===== src/rtl/tsz_pkg.sv =====
// ----------------------------------------------------------------------------
// tsz_pkg
// Shared types and constants for the zero-sum triplet finder.
// ----------------------------------------------------------------------------
package tsz_pkg;

    localparam int MAX_N_DEFAULT = 32;
    localparam int DATA_W = 32;
    localparam int SUM_W = 34;

    typedef enum logic [1:0] {
        CMD_CLEAR  = 2'd0,
        CMD_APPEND = 2'd1,
        CMD_FETCH  = 2'd2,
        CMD_NONE   = 2'd3
    } cmd_t;

    typedef enum logic [3:0] {
        ST_IDLE,
        ST_SORT_RD,      // read store[b-1]
        ST_SORT_CMP,     // compare with key, shift or place
        ST_SORT_KEY,     // read store[a] as key
        ST_SORT_KEYW,
        ST_SRCH,         // decide next action
        ST_RD_WAIT,      // waiting on data read
        ST_EVAL,
        ST_SKIP_RD,
        ST_SKIP_EV,
        ST_OUT
    } state_t;

    // sub-phase: outer check, pair evaluation, low or high duplicate skip
    typedef enum logic [1:0] { PH_OUTER, PH_PAIR, PH_SKIPLO, PH_SKIPHI } phase_t;

    // command from controller to datapath
    typedef struct packed {
        logic clear;
        logic append;
        logic [2:0] rd_sel;  // which read plan
        logic wr_shift;      // store[b] = store[b-1]
        logic wr_key;        // store[b] = key
        logic ld_key;        // latch key from read data
        logic sort_init;
        logic sort_next_a;
        logic sort_dec_b;
        logic search_init;
        logic step;          // apply evaluation result
        logic skip_step;
        logic finish;        // search done
        logic res_trip;
        logic res_exh;
        logic res_plain;
        logic res_drop;
    } cmd_dp_t;

    localparam logic [2:0] RD_SORT_PREV = 3'd0;
    localparam logic [2:0] RD_SORT_KEY  = 3'd1;
    localparam logic [2:0] RD_IJK       = 3'd2;
    localparam logic [2:0] RD_SKIP      = 3'd3;
    localparam logic [2:0] RD_OUTER     = 3'd4;   // store[i] and store[i-1]

    typedef struct packed {
        logic full;
        logic sorted;
        logic done;
        logic empty;
        logic sort_a_end;    // a >= count
        logic sort_b_zero;
        logic sort_gt;       // store[b-1] > key
        logic outer_end;     // i >= n
        logic outer_dup;     // i>0 and store[i]==store[i-1]
        logic pair_ok;       // low < high < n
        logic sum_neg;
        logic sum_pos;
        logic skip_more;     // still skipping duplicates
    } sts_dp_t;

endpackage


===== src/rtl/tsz_if.sv =====
// ----------------------------------------------------------------------------
// tsz_in_if / tsz_out_if
// Valid/ready channels carrying command words and result words.
// ----------------------------------------------------------------------------
interface tsz_in_if;
    logic        valid;
    logic        ready;
    logic [1:0]  command;
    logic signed [31:0] value;
    modport source (output valid, command, value, input ready);
    modport sink   (input valid, command, value, output ready);
endinterface

interface tsz_out_if;
    logic        valid;
    logic        ready;
    logic        triplet_valid;
    logic signed [31:0] first_value;
    logic signed [31:0] second_value;
    logic signed [31:0] third_value;
    logic        exhausted;
    logic        append_dropped;
    modport source (output valid, triplet_valid, first_value, second_value, third_value,
                    exhausted, append_dropped, input ready);
    modport sink   (input valid, triplet_valid, first_value, second_value, third_value,
                    exhausted, append_dropped, output ready);
endinterface


===== src/rtl/tsz_ram.sv =====
// ----------------------------------------------------------------------------
// tsz_ram
// Generic RAM, one write port, two read ports, registered read.
// ----------------------------------------------------------------------------
module tsz_ram #(
    parameter int WIDTH = 32,
    parameter int DEPTH = 32
) (
    input  logic                     clk,
    input  logic                     we,
    input  logic [$clog2(DEPTH)-1:0] waddr,
    input  logic [WIDTH-1:0]         wdata,
    input  logic [$clog2(DEPTH)-1:0] raddr_a,
    input  logic [$clog2(DEPTH)-1:0] raddr_b,
    output logic [WIDTH-1:0]         rdata_a,
    output logic [WIDTH-1:0]         rdata_b
);
    logic [WIDTH-1:0] mem [DEPTH];

    always_ff @(posedge clk)
    begin
        if (we)
        begin
            mem[waddr] <= wdata;
        end
        rdata_a <= mem[raddr_a];
        rdata_b <= mem[raddr_b];
    end
endmodule


===== src/rtl/tsz_datapath.sv =====
// ----------------------------------------------------------------------------
// tsz_datapath
// Element store, cursors, sort and search arithmetic, result register.
// ----------------------------------------------------------------------------
module tsz_datapath
    import tsz_pkg::*;
#(
    parameter int MAX_N = MAX_N_DEFAULT
) (
    input  logic          clk,
    input  logic          rst_n,
    input  logic signed [DATA_W-1:0] value,
    input  cmd_dp_t       cmd,
    output sts_dp_t       sts,
    output logic          res_trip,
    output logic signed [DATA_W-1:0] res_first,
    output logic signed [DATA_W-1:0] res_second,
    output logic signed [DATA_W-1:0] res_third,
    output logic          res_exh,
    output logic          res_drop
);
    localparam int AW = $clog2(MAX_N);
    localparam int CW = $clog2(MAX_N + 1);

    logic [CW-1:0] count_reg, count_next;
    logic          sorted_reg, sorted_next;
    logic          done_reg, done_next;
    logic [CW-1:0] i_reg, i_next, j_reg, j_next, k_reg, k_next;
    logic [CW-1:0] a_reg, a_next, b_reg, b_next;
    logic signed [DATA_W-1:0] key_reg;
    logic signed [DATA_W-1:0] vi_reg;
    logic          skip_low_reg, skip_low_next;

    logic          we;
    logic [AW-1:0] waddr, ra, rb;
    logic [DATA_W-1:0] wdata, rda, rdb;

    tsz_ram #(.WIDTH(DATA_W), .DEPTH(MAX_N)) u_ram (
        .clk(clk), .we(we), .waddr(waddr), .wdata(wdata),
        .raddr_a(ra), .raddr_b(rb), .rdata_a(rda), .rdata_b(rdb)
    );

    // read address plan
    always_comb
    begin
        ra = '0;
        rb = '0;
        unique case (cmd.rd_sel)
            RD_SORT_PREV: begin ra = AW'(b_reg - CW'(1)); rb = '0; end
            RD_SORT_KEY:  begin ra = a_reg[AW-1:0];       rb = '0; end
            RD_IJK:       begin ra = j_reg[AW-1:0];       rb = k_reg[AW-1:0]; end
            RD_SKIP:
            begin
                ra = j_reg[AW-1:0];
                rb = AW'(j_reg - CW'(1));
                if (!skip_low_reg)
                begin
                    ra = k_reg[AW-1:0];
                    rb = AW'(k_reg + CW'(1));
                end
            end
            RD_OUTER:
            begin
                // outer element and its left neighbor
                ra = i_reg[AW-1:0];
                rb = AW'(i_reg - CW'(1));
            end
            default: ;
        endcase
    end

    // writes
    always_comb
    begin
        we    = 1'b0;
        waddr = b_reg[AW-1:0];
        wdata = key_reg;
        if (cmd.append && count_reg != CW'(MAX_N))
        begin
            we    = 1'b1;
            waddr = count_reg[AW-1:0];
            wdata = value;
        end
        else if (cmd.wr_shift)
        begin
            we    = 1'b1;
            wdata = rda;
        end
        else if (cmd.wr_key)
        begin
            we = 1'b1;
        end
    end

    logic signed [SUM_W-1:0] sum;
    assign sum = SUM_W'(vi_reg) + SUM_W'($signed(rda)) + SUM_W'($signed(rdb));

    always_comb
    begin
        sts.full        = (count_reg == CW'(MAX_N));
        sts.sorted      = sorted_reg;
        sts.done        = done_reg;
        sts.empty       = (count_reg == '0);
        sts.sort_a_end  = (a_reg >= count_reg);
        sts.sort_b_zero = (b_reg == '0);
        sts.sort_gt     = ($signed(rda) > key_reg);
        sts.outer_end   = (i_reg >= count_reg);
        sts.outer_dup   = (i_reg != '0) && (rda == rdb);
        sts.pair_ok     = (j_reg < k_reg) && (k_reg < count_reg);
        sts.sum_neg     = sum < 0;
        sts.sum_pos     = sum > 0;
        sts.skip_more   = (j_reg < k_reg) && (rda == rdb);
    end

    always_comb
    begin
        count_next    = count_reg;
        sorted_next   = sorted_reg;
        done_next     = done_reg;
        i_next        = i_reg;
        j_next        = j_reg;
        k_next        = k_reg;
        a_next        = a_reg;
        b_next        = b_reg;
        skip_low_next = skip_low_reg;
        if (cmd.clear)
        begin
            count_next  = '0;
            sorted_next = 1'b0;
            done_next   = 1'b0;
        end
        if (cmd.append && !sts.full)
        begin
            count_next  = count_reg + CW'(1);
            sorted_next = 1'b0;
            done_next   = 1'b0;
        end
        if (cmd.sort_init)
        begin
            a_next = CW'(1);
            b_next = CW'(1);
        end
        if (cmd.sort_next_a)
        begin
            a_next = a_reg + CW'(1);
            b_next = a_reg + CW'(1);
        end
        if (cmd.sort_dec_b)
        begin
            b_next = b_reg - CW'(1);
        end
        if (cmd.search_init)
        begin
            sorted_next = 1'b1;
            done_next   = sts.empty;
            i_next      = '0;
            j_next      = CW'(1);
            k_next      = count_reg - CW'(1);
        end
        if (cmd.step && cmd.rd_sel != RD_OUTER)
        begin
            // pair step; an outer step only latches the outer value
            if (sts.sum_neg)
            begin
                j_next = j_reg + CW'(1);
            end
            else if (sts.sum_pos)
            begin
                k_next = k_reg - CW'(1);
            end
            else
            begin
                j_next        = j_reg + CW'(1);
                k_next        = k_reg - CW'(1);
                skip_low_next = 1'b1;
            end
        end
        if (cmd.rd_sel == RD_OUTER && cmd.skip_step)
        begin
            // advance outer cursor
            i_next = i_reg + CW'(1);
            j_next = i_reg + CW'(2);
            k_next = count_reg - CW'(1);
        end
        else if (cmd.skip_step)
        begin
            if (skip_low_reg)
            begin
                if (sts.skip_more)
                    j_next = j_reg + CW'(1);
                else
                    skip_low_next = 1'b0;
            end
            else if ((j_reg < k_reg) && (rda == rdb))
            begin
                k_next = k_reg - CW'(1);
            end
        end
        if (cmd.finish)
        begin
            done_next = 1'b1;
        end
    end

    always_ff @(posedge clk or negedge rst_n)
    begin
        if (!rst_n)
        begin
            count_reg    <= '0;
            sorted_reg   <= 1'b0;
            done_reg     <= 1'b0;
            i_reg        <= '0;
            j_reg        <= '0;
            k_reg        <= '0;
            a_reg        <= '0;
            b_reg        <= '0;
            skip_low_reg <= 1'b0;
        end
        else
        begin
            count_reg    <= count_next;
            sorted_reg   <= sorted_next;
            done_reg     <= done_next;
            i_reg        <= i_next;
            j_reg        <= j_next;
            k_reg        <= k_next;
            a_reg        <= a_next;
            b_reg        <= b_next;
            skip_low_reg <= skip_low_next;
        end
    end

    // payload registers
    always_ff @(posedge clk)
    begin
        if (cmd.ld_key)
            key_reg <= rda;
        if (cmd.rd_sel == RD_OUTER && cmd.step)
            vi_reg <= rda;
        if (cmd.res_trip)
        begin
            res_first  <= vi_reg;
            res_second <= rda;
            res_third  <= rdb;
        end
        else if (cmd.res_exh || cmd.res_plain || cmd.res_drop)
        begin
            res_first  <= '0;
            res_second <= '0;
            res_third  <= '0;
        end
    end

    always_ff @(posedge clk or negedge rst_n)
    begin
        if (!rst_n)
        begin
            res_trip <= 1'b0;
            res_exh  <= 1'b0;
            res_drop <= 1'b0;
        end
        else if (cmd.res_trip || cmd.res_exh || cmd.res_plain || cmd.res_drop)
        begin
            res_trip <= cmd.res_trip;
            res_exh  <= cmd.res_exh;
            res_drop <= cmd.res_drop;
        end
    end
endmodule


===== src/rtl/tsz_ctrl.sv =====
// ----------------------------------------------------------------------------
// tsz_ctrl
// Sequencer for load, insertion sort and two-pointer search.
// ----------------------------------------------------------------------------
module tsz_ctrl
    import tsz_pkg::*;
(
    input  logic    clk,
    input  logic    rst_n,
    input  logic    in_valid,
    input  logic [1:0] in_command,
    output logic    in_ready,
    output logic    out_valid,
    input  logic    out_ready,
    input  sts_dp_t sts,
    output cmd_dp_t cmd
);
    state_t state_reg, state_next;
    phase_t ph_reg, ph_next;
    logic   ovalid_reg, ovalid_next;

    logic accept;
    assign in_ready  = (state_reg == ST_IDLE) && !ovalid_reg;
    assign accept    = in_valid && in_ready;
    assign out_valid = ovalid_reg;

    always_comb
    begin
        state_next = state_reg;
        ph_next    = ph_reg;
        unique case (state_reg)
            ST_IDLE:
            begin
                if (accept && in_command == CMD_FETCH)
                begin
                    // every fetch starts its search in the outer-element phase
                    ph_next = PH_OUTER;
                    if (!sts.sorted)
                        state_next = ST_SORT_KEY;
                    else
                        state_next = ST_SRCH;
                end
            end
            ST_SORT_KEY:
                state_next = sts.sort_a_end ? ST_SRCH : ST_SORT_KEYW;
            ST_SORT_KEYW: state_next = ST_SORT_RD;
            ST_SORT_RD:   state_next = ST_SORT_CMP;
            ST_SORT_CMP:
            begin
                if (!sts.sort_b_zero && sts.sort_gt)
                    state_next = ST_SORT_RD;
                else
                    state_next = ST_SORT_KEY;
            end
            ST_SRCH:
            begin
                if (sts.done)
                    state_next = ST_OUT;
                else if (ph_reg == PH_OUTER && sts.outer_end)
                    state_next = ST_OUT;
                else
                    state_next = ST_RD_WAIT;
            end
            ST_RD_WAIT: state_next = ST_EVAL;
            ST_EVAL:
            begin
                state_next = ST_SRCH;
                unique case (ph_reg)
                    PH_OUTER: ph_next = sts.outer_dup ? PH_OUTER : PH_PAIR;
                    PH_PAIR:
                    begin
                        if (!sts.pair_ok)
                            ph_next = PH_OUTER;
                        else if (!sts.sum_neg && !sts.sum_pos)
                        begin
                            ph_next    = PH_SKIPLO;
                            state_next = ST_SKIP_RD;
                        end
                    end
                    default: ph_next = ph_reg;
                endcase
            end
            ST_SKIP_RD: state_next = ST_SKIP_EV;
            ST_SKIP_EV:
            begin
                if (!sts.skip_more)
                begin
                    if (ph_reg == PH_SKIPLO)
                    begin
                        ph_next    = PH_SKIPHI;
                        state_next = ST_SKIP_RD;
                    end
                    else
                    begin
                        ph_next    = PH_PAIR;
                        state_next = ST_IDLE;
                    end
                end
                else
                    state_next = ST_SKIP_RD;
            end
            ST_OUT: state_next = ST_IDLE;
            default: state_next = ST_IDLE;
        endcase
    end

    always_comb
    begin
        cmd         = '0;
        cmd.rd_sel  = RD_IJK;
        ovalid_next = ovalid_reg && !out_ready;
        unique case (state_reg)
            ST_IDLE:
            begin
                if (accept)
                begin
                    unique case (in_command)
                        CMD_CLEAR:  begin cmd.clear = 1'b1; cmd.res_plain = 1'b1; end
                        CMD_APPEND:
                        begin
                            cmd.append = 1'b1;
                            cmd.res_plain = !sts.full;
                            cmd.res_drop  = sts.full;
                        end
                        CMD_FETCH:  cmd.sort_init = !sts.sorted;
                        default: ;
                    endcase
                    if (in_command == CMD_CLEAR || in_command == CMD_APPEND)
                        ovalid_next = 1'b1;
                end
            end
            ST_SORT_KEY:
            begin
                cmd.rd_sel = RD_SORT_KEY;
                if (sts.sort_a_end)
                    cmd.search_init = 1'b1;
            end
            ST_SORT_KEYW:
            begin
                cmd.rd_sel = RD_SORT_PREV;
                cmd.ld_key = 1'b1;
            end
            ST_SORT_RD: cmd.rd_sel = RD_SORT_PREV;
            ST_SORT_CMP:
            begin
                cmd.rd_sel = RD_SORT_KEY;
                if (!sts.sort_b_zero && sts.sort_gt)
                begin
                    cmd.wr_shift   = 1'b1;
                    cmd.sort_dec_b = 1'b1;
                    cmd.rd_sel     = RD_SORT_PREV;
                end
                else
                begin
                    cmd.wr_key      = 1'b1;
                    cmd.sort_next_a = 1'b1;
                end
            end
            ST_SRCH:
            begin
                cmd.rd_sel = (ph_reg == PH_OUTER) ? RD_OUTER : RD_IJK;
                if (sts.done)
                    cmd.res_exh = 1'b1;
                else if (ph_reg == PH_OUTER && sts.outer_end)
                begin
                    cmd.finish  = 1'b1;
                    cmd.res_exh = 1'b1;
                end
            end
            ST_RD_WAIT: cmd.rd_sel = (ph_reg == PH_OUTER) ? RD_OUTER : RD_IJK;
            ST_EVAL:
            begin
                if (ph_reg == PH_OUTER)
                begin
                    cmd.rd_sel = RD_OUTER;
                    if (sts.outer_dup)
                        cmd.skip_step = 1'b1;
                    else
                        cmd.step = 1'b1;   // latch outer value
                end
                else if (!sts.pair_ok)
                begin
                    cmd.rd_sel    = RD_OUTER;
                    cmd.skip_step = 1'b1;
                end
                else
                begin
                    cmd.step = 1'b1;
                    if (!sts.sum_neg && !sts.sum_pos)
                        cmd.res_trip = 1'b1;
                end
            end
            ST_SKIP_RD: cmd.rd_sel = RD_SKIP;
            ST_SKIP_EV:
            begin
                cmd.rd_sel    = RD_SKIP;
                cmd.skip_step = 1'b1;
                if (!sts.skip_more && ph_reg == PH_SKIPHI)
                    ovalid_next = 1'b1;
            end
            ST_OUT: ovalid_next = 1'b1;
            default: cmd = '0;
        endcase
    end

    always_ff @(posedge clk or negedge rst_n)
    begin
        if (!rst_n)
        begin
            state_reg  <= ST_IDLE;
            ph_reg     <= PH_OUTER;
            ovalid_reg <= 1'b0;
        end
        else
        begin
            state_reg  <= state_next;
            ph_reg     <= ph_next;
            ovalid_reg <= ovalid_next;
        end
    end
endmodule


===== src/rtl/three_sum_zero_triplets_top.sv =====
// ----------------------------------------------------------------------------
// three_sum_zero_triplets_top
// Zero-sum triplet finder: load, sort on first fetch, two-pointer search.
// ----------------------------------------------------------------------------
// channel  | dir | word
// in_ch    | in  | command, value
// out_ch   | out | triplet_valid, first/second/third_value, exhausted,
//          |     | append_dropped
//
// Clear and append: result word valid the cycle after the input word is taken.
// Fetch on an unsorted set sorts first: key read, key wait, read and compare per
// key, read and compare per element moved. Search: decide, read wait, evaluate
// per outer check or pointer step; skip read and evaluate per duplicate probe
// after a hit. A resumed fetch rechecks the outer element. Input stalls until
// the result word is taken. Reset clears count and search state, not the store.
module three_sum_zero_triplets_top
    import tsz_pkg::*;
#(
    parameter int MAX_N = MAX_N_DEFAULT
) (
    input  logic       clk,
    input  logic       rst_n,
    tsz_in_if.sink     in_ch,
    tsz_out_if.source  out_ch
);
    cmd_dp_t cmd;
    sts_dp_t sts;

    tsz_ctrl u_ctrl (
        .clk(clk), .rst_n(rst_n),
        .in_valid(in_ch.valid), .in_command(in_ch.command), .in_ready(in_ch.ready),
        .out_valid(out_ch.valid), .out_ready(out_ch.ready),
        .sts(sts), .cmd(cmd)
    );

    tsz_datapath #(.MAX_N(MAX_N)) u_dp (
        .clk(clk), .rst_n(rst_n), .value(in_ch.value),
        .cmd(cmd), .sts(sts),
        .res_trip(out_ch.triplet_valid),
        .res_first(out_ch.first_value),
        .res_second(out_ch.second_value),
        .res_third(out_ch.third_value),
        .res_exh(out_ch.exhausted),
        .res_drop(out_ch.append_dropped)
    );
endmodule


===== src/flat_wrapper.sv =====
// flat-port wrapper written by rule: the top's interface ports become plain ports
module three_sum_zero_triplets_top_flat import tsz_pkg::*;
#(
    parameter int MAX_N = MAX_N_DEFAULT
)
  (clk, rst_n, in_ch_valid, in_ch_command, in_ch_value, in_ch_ready, out_ch_valid, out_ch_triplet_valid, out_ch_first_value, out_ch_second_value, out_ch_third_value, out_ch_exhausted, out_ch_append_dropped, out_ch_ready);
  tsz_in_if in_ch_i ();
  tsz_out_if out_ch_i ();
  input  logic clk;
  input  logic rst_n;
  input wire logic [$bits(in_ch_i.valid)-1:0] in_ch_valid;
  input wire logic [$bits(in_ch_i.command)-1:0] in_ch_command;
  input wire logic [$bits(in_ch_i.value)-1:0] in_ch_value;
  output wire logic [$bits(in_ch_i.ready)-1:0] in_ch_ready;
  output wire logic [$bits(out_ch_i.valid)-1:0] out_ch_valid;
  output wire logic [$bits(out_ch_i.triplet_valid)-1:0] out_ch_triplet_valid;
  output wire logic [$bits(out_ch_i.first_value)-1:0] out_ch_first_value;
  output wire logic [$bits(out_ch_i.second_value)-1:0] out_ch_second_value;
  output wire logic [$bits(out_ch_i.third_value)-1:0] out_ch_third_value;
  output wire logic [$bits(out_ch_i.exhausted)-1:0] out_ch_exhausted;
  output wire logic [$bits(out_ch_i.append_dropped)-1:0] out_ch_append_dropped;
  input wire logic [$bits(out_ch_i.ready)-1:0] out_ch_ready;
  assign in_ch_i.valid = in_ch_valid;
  assign in_ch_i.command = in_ch_command;
  assign in_ch_i.value = in_ch_value;
  assign in_ch_ready = in_ch_i.ready;
  assign out_ch_valid = out_ch_i.valid;
  assign out_ch_triplet_valid = out_ch_i.triplet_valid;
  assign out_ch_first_value = out_ch_i.first_value;
  assign out_ch_second_value = out_ch_i.second_value;
  assign out_ch_third_value = out_ch_i.third_value;
  assign out_ch_exhausted = out_ch_i.exhausted;
  assign out_ch_append_dropped = out_ch_i.append_dropped;
  assign out_ch_i.ready = out_ch_ready;
  three_sum_zero_triplets_top #(.MAX_N(MAX_N)) u_core (.clk(clk), .rst_n(rst_n), .in_ch(in_ch_i), .out_ch(out_ch_i));
endmodule

===== config.mk =====
export PLATFORM = sky130hd
export DESIGN_NAME = three_sum_zero_triplets_top_flat
export DESIGN_NICKNAME = d
export VERILOG_FILES = /design/src/rtl/tsz_pkg.sv /design/src/rtl/tsz_if.sv /design/src/rtl/tsz_ram.sv /design/src/rtl/tsz_datapath.sv /design/src/rtl/tsz_ctrl.sv /design/src/rtl/three_sum_zero_triplets_top.sv /design/src/flat_wrapper.sv
export SDC_FILE = /design/constraint.sdc
export NUM_CORES = 2
export LEC_CHECK = 0
export CORE_MARGIN = 3
export CORE_UTILIZATION = 60
export CTS_BUF_LIST = sky130_fd_sc_hd__clkbuf_8
export CTS_CLUSTER_SIZE = 20
export DETAILED_ROUTE_END_ITERATION = 8
export DONT_BUFFER_PORTS = 1
export PLACE_DENSITY = 0.76
export REMOVE_ABC_BUFFERS = 1
export SYNTH_ARGS = -nofsm -noshare
export SYNTH_HDL_FRONTEND = slang
export SYNTH_SLANG_ARGS = --single-unit

===== constraint.sdc =====
create_clock -name clk -period 8.51 [get_ports clk]
set_input_delay 0.4255 -clock clk [delete_from_list [all_inputs] [get_ports clk]]
set_output_delay 0.4255 -clock clk [all_outputs]
set_load 0.005 [all_outputs]

==> metrics.csv <==
stage,metric,value,unit
status,outcome,completed,
critical_path,slowest_stage,buf_4,
sta,finClkSkew,0.0602,ns
cts,cts_sinks,1297,
run,drv_cap,0,
floorplanning,core_area,0.108,mm²
critical_path,r2r-end,u_core.u_dp.j_reg[0],
sta,setup-violations-final,0,
cts,root_buffer,clkbuf_8,
cts,cts_tree,built,
drt,m1WireLength,81700,µm
sta,rsz0062_at_grt,no,
critical_path,worstSetupEndpointType,flop,
critical_path,path_class,reg -> reg,
drt,routed_via_density,6.90,
global_route,grt_pass1_wl,314000,µm
yosys,synth_top_family_by_area,simple AND/OR/NAND/NOR gates,
global_route,gr-usage-all-layers,0.382,
critical_path,crit_chain,fa_1 -> ha_1 -> fa_1 -> a21oi_1 -> o21ai_0 -> a221oi_2 -> a21oi_1 -> a211oi_1 -> xor2_1 -> o2111a_1 -> nor4b_1 -> and4b_4 -> buf_4 -> nand2b_1 -> and3_1 -> a211oi_1,
drt,drc,0,
yosys,ys_warn_count,0,
cts,ctsHoldBuffers,38,
critical_path,crit_arrival,6.93,ns
sta,worst_pin_slew,1.44,ns
layout,top_register,u_core.u_dp.u_ram.mem,
critical_path,ff2ff_path_depth,16,
floorplanning,dieHeight,337,µm
layout,largest_register_ffs,1024,
global_route,antenna_found_initial,8,
global_route,grt_max_degree,171,
cts,cts-buffers-inserted,207,
yosys,syn_inst,5658,
yosys,yosysUniqueCellTypes,89,
cts,cts_resized,0,
placement,place_hpwl,133000,µm
cts,cts_buffer_depth,3,
global_route,grt_overflow_total,0,
yosys,synthAdderAreaFrac,0.0289,
sta,max-slew-margin-rel,0.0356,
sta,fin_crit_sh,0.726,
placement,port-buffer-count,0,
floorplanning,die-area,0.113,mm²
drt,ant_nets,0,
floorplanning,num_rows,120,
floorplanning,initial_utilization,0.609,
layout,layout-drive-gt1-share,0.0950,
sta,fmax,0.162,GHz
sta,fin_crit,6.18,ns
critical_path,cp_max_fo,78,
layout,syn2layout_area_growth,9.38,%
yosys,synthXorXnorAreaFrac,0.00933,
cts,clkLatencyLatePin,0.93,ns
yosys,ys_seq_area_frac,0.579,
yosys,synth_edf_count,1184,
drt,wl,220000,µm
drt,wire_per_inst,30.2,µm
drt,vias,50200,
yosys,postSynth.asyncResetShare,0.0378,
hold_path,hold_path_end,u_core.u_dp.u_ram.mem[18][2],
sta,report.final.slew_viol_count,0,
critical_path,cp_top_family,compound AO/OA/AOI/OAI gates,
drt,firstDrtPassIters,9,
critical_path,cp_num_buf_inv,1,
hold_path,hp-class,in -> reg,
yosys,synth.avg_cell_area,11.6,µm²
critical_path,max_stage_delay,0.68,ns
critical_path,r2r_slack,2.33,ns
cts,cts_setup_buffers,0,
floorplanning,boundaryPins,139,
drt,dr_wl_met2,92700,µm
layout,final_common_cell,edfxtp_1,
drt,wl_met3,31400,µm
yosys,synth_compound_area_frac,0.0880,
sta,fin_tns_setup,0,ns
drt,drt_first_iter_violations,7863,
hold_path,hp-start,in_ch_value[2],
layout,final_cell_mix,"edfxtp_1 (1184), nand2_1 (1153), mux2i_1 (759)",
floorplanning,die_w,337,µm
yosys,ys_seq_elements,1297,
yosys,netlist_area,0.0657,mm²
placement,routabilityCongestion,0.972,
yosys,synthSimpleGateAreaFrac,0.145,
global_route,grt_pass1_vias,46700,
critical_path,cp.required,9.26,ns
sta,hold_viol,0,
yosys,synthFlopType,edfxtp_1,
critical_path,startpoint_type,flop,
yosys,muxShareOfSynthArea,0.117,
cts,cts.htree.levels,4,
hold_path,hold_path_depth,3,
cts,clk_transition_reported_paths,0.07,ns
drt,top_layer,met5,
layout,nNetsFinal,5839,
critical_path,r2r-start,u_core.u_dp.u_ram.rdata_a[1],
==> synthesized netlist by cell type, types with 9 or more instances <==
| master | n | share of area |
|---|---|---|
| buf_1 | 28 | 0.0016 |
| xor2_1 | 17 | 0.0023 |
| a221o_1 | 11 | 0.0017 |
| dfrtp_1 | 49 | 0.019 |
| o21ai_0 | 152 | 0.012 |
| xnor2_1 | 53 | 0.0071 |
| o211ai_1 | 16 | 0.0018 |
| nor3_1 | 32 | 0.0024 |
| a21oi_1 | 121 | 0.0092 |
| nor2_1 | 115 | 0.0066 |
| o21ai_1 | 9 | 0.00069 |
| buf_4 | 33 | 0.0038 |
| a211oi_1 | 46 | 0.0053 |
| nor2b_1 | 22 | 0.0021 |
| and2_1 | 107 | 0.010 |
| nand4_1 | 37 | 0.0035 |
| mux2i_1 | 759 | 0.12 |
| a31oi_1 | 76 | 0.0072 |
| o21a_1 | 28 | 0.0032 |
| o2111ai_1 | 23 | 0.0031 |
| o22ai_1 | 132 | 0.013 |
| a21o_1 | 37 | 0.0042 |
| nand2b_1 | 11 | 0.0010 |
| nor4_2 | 30 | 0.0057 |
| buf_6 | 12 | 0.0021 |
| or3_1 | 10 | 0.00095 |
| fa_1 | 33 | 0.010 |
| nand2_1 | 1163 | 0.066 |
| clkbuf_1 | 166 | 0.0095 |
| edfxtp_1 | 1184 | 0.54 |
| ha_1 | 99 | 0.019 |
| dfxtp_1 | 64 | 0.020 |
| a311oi_1 | 111 | 0.015 |
| buf_2 | 136 | 0.010 |
| inv_1 | 82 | 0.0047 |
| and3_1 | 91 | 0.0087 |
| nand3_1 | 430 | 0.033 |
| a22oi_1 | 10 | 0.0011 |
==> logic make-up after synthesis <==
kind of cell | count (synthesis)
AO/OA/AOI/OAI | 850
XOR/XNOR | 70
adder cells (fa/ha/maj) | 132
buffers and inverters | 462
flip-flops | 1297
multiplexers | 764
AND/OR/NAND/NOR | 2083
==> tightest hold or removal path, delay by kind of cell <==
family	cells	cell delay, ns
buf+inv	1	0.24
compound gates	1	0.08
simple gates	1	0.04
==> metrics by stage <==
stage / util / std cells / cell area (µm²) / worst slack, ns / hold slack (ns)
floorplan: - / 5279 / 63800 / -8.45 / 0.130
global placement: 0.624 / 6825 / 67300 / 2.71 / 0.131
detailed placement: 0.624 / 6825 / 67300 / 2.59 / 0.131
CTS: 0.666 / 7256 / 71800 / 2.53 / 0.0158
global route: 0.666 / 7259 / 71800 / 1.99 / 0.0596
finish: 0.667 / 7269 / 71900 / 2.33 / 0.0754
==> worst max path at each step <==
stage / startpoint / end / depth (start not counted) / slack, ns
floorplan: u_core.u_dp.count_reg[2] / u_core.u_dp.u_ram.rdata_a[30] / 14 / -8.45
global placement: u_core.u_dp.u_ram.rdata_a[1] / u_core.u_dp.j_reg[0] / 16 / 2.71
detailed placement: u_core.u_dp.u_ram.rdata_a[1] / u_core.u_dp.j_reg[0] / 16 / 2.59
CTS: u_core.u_dp.u_ram.rdata_a[1] / u_core.u_dp.res_third[8] / 14 / 2.53
global route: u_core.u_dp.u_ram.rdata_a[1] / u_core.u_dp.j_reg[0] / 16 / 1.99
finish: u_core.u_dp.u_ram.rdata_a[1] / u_core.u_dp.j_reg[0] / 16 / 2.33
==> final cells by class <==
cell class | instances | area (µm²)
antenna | 13 | 32.5
clock buffer | 229 | 3150
clock inverter | 164 | 960
fill | 7790 | 35900
inverter | 83 | 312
multi-input combinational | 3899 | 25900
sequential | 1297 | 38100
tap | 1403 | 1760
timing repair buffer | 181 | 1650
==> routing by layer <==
layer  vias up  track usage
met5         -            0
met1     24400        0.520
met4         4        0.219
met3       738        0.117
met2      3850        0.545
li1      21200            -
Power is not shown: default switching activity piles up to over one toggle a cycle in this logic, so the estimate is an artifact.
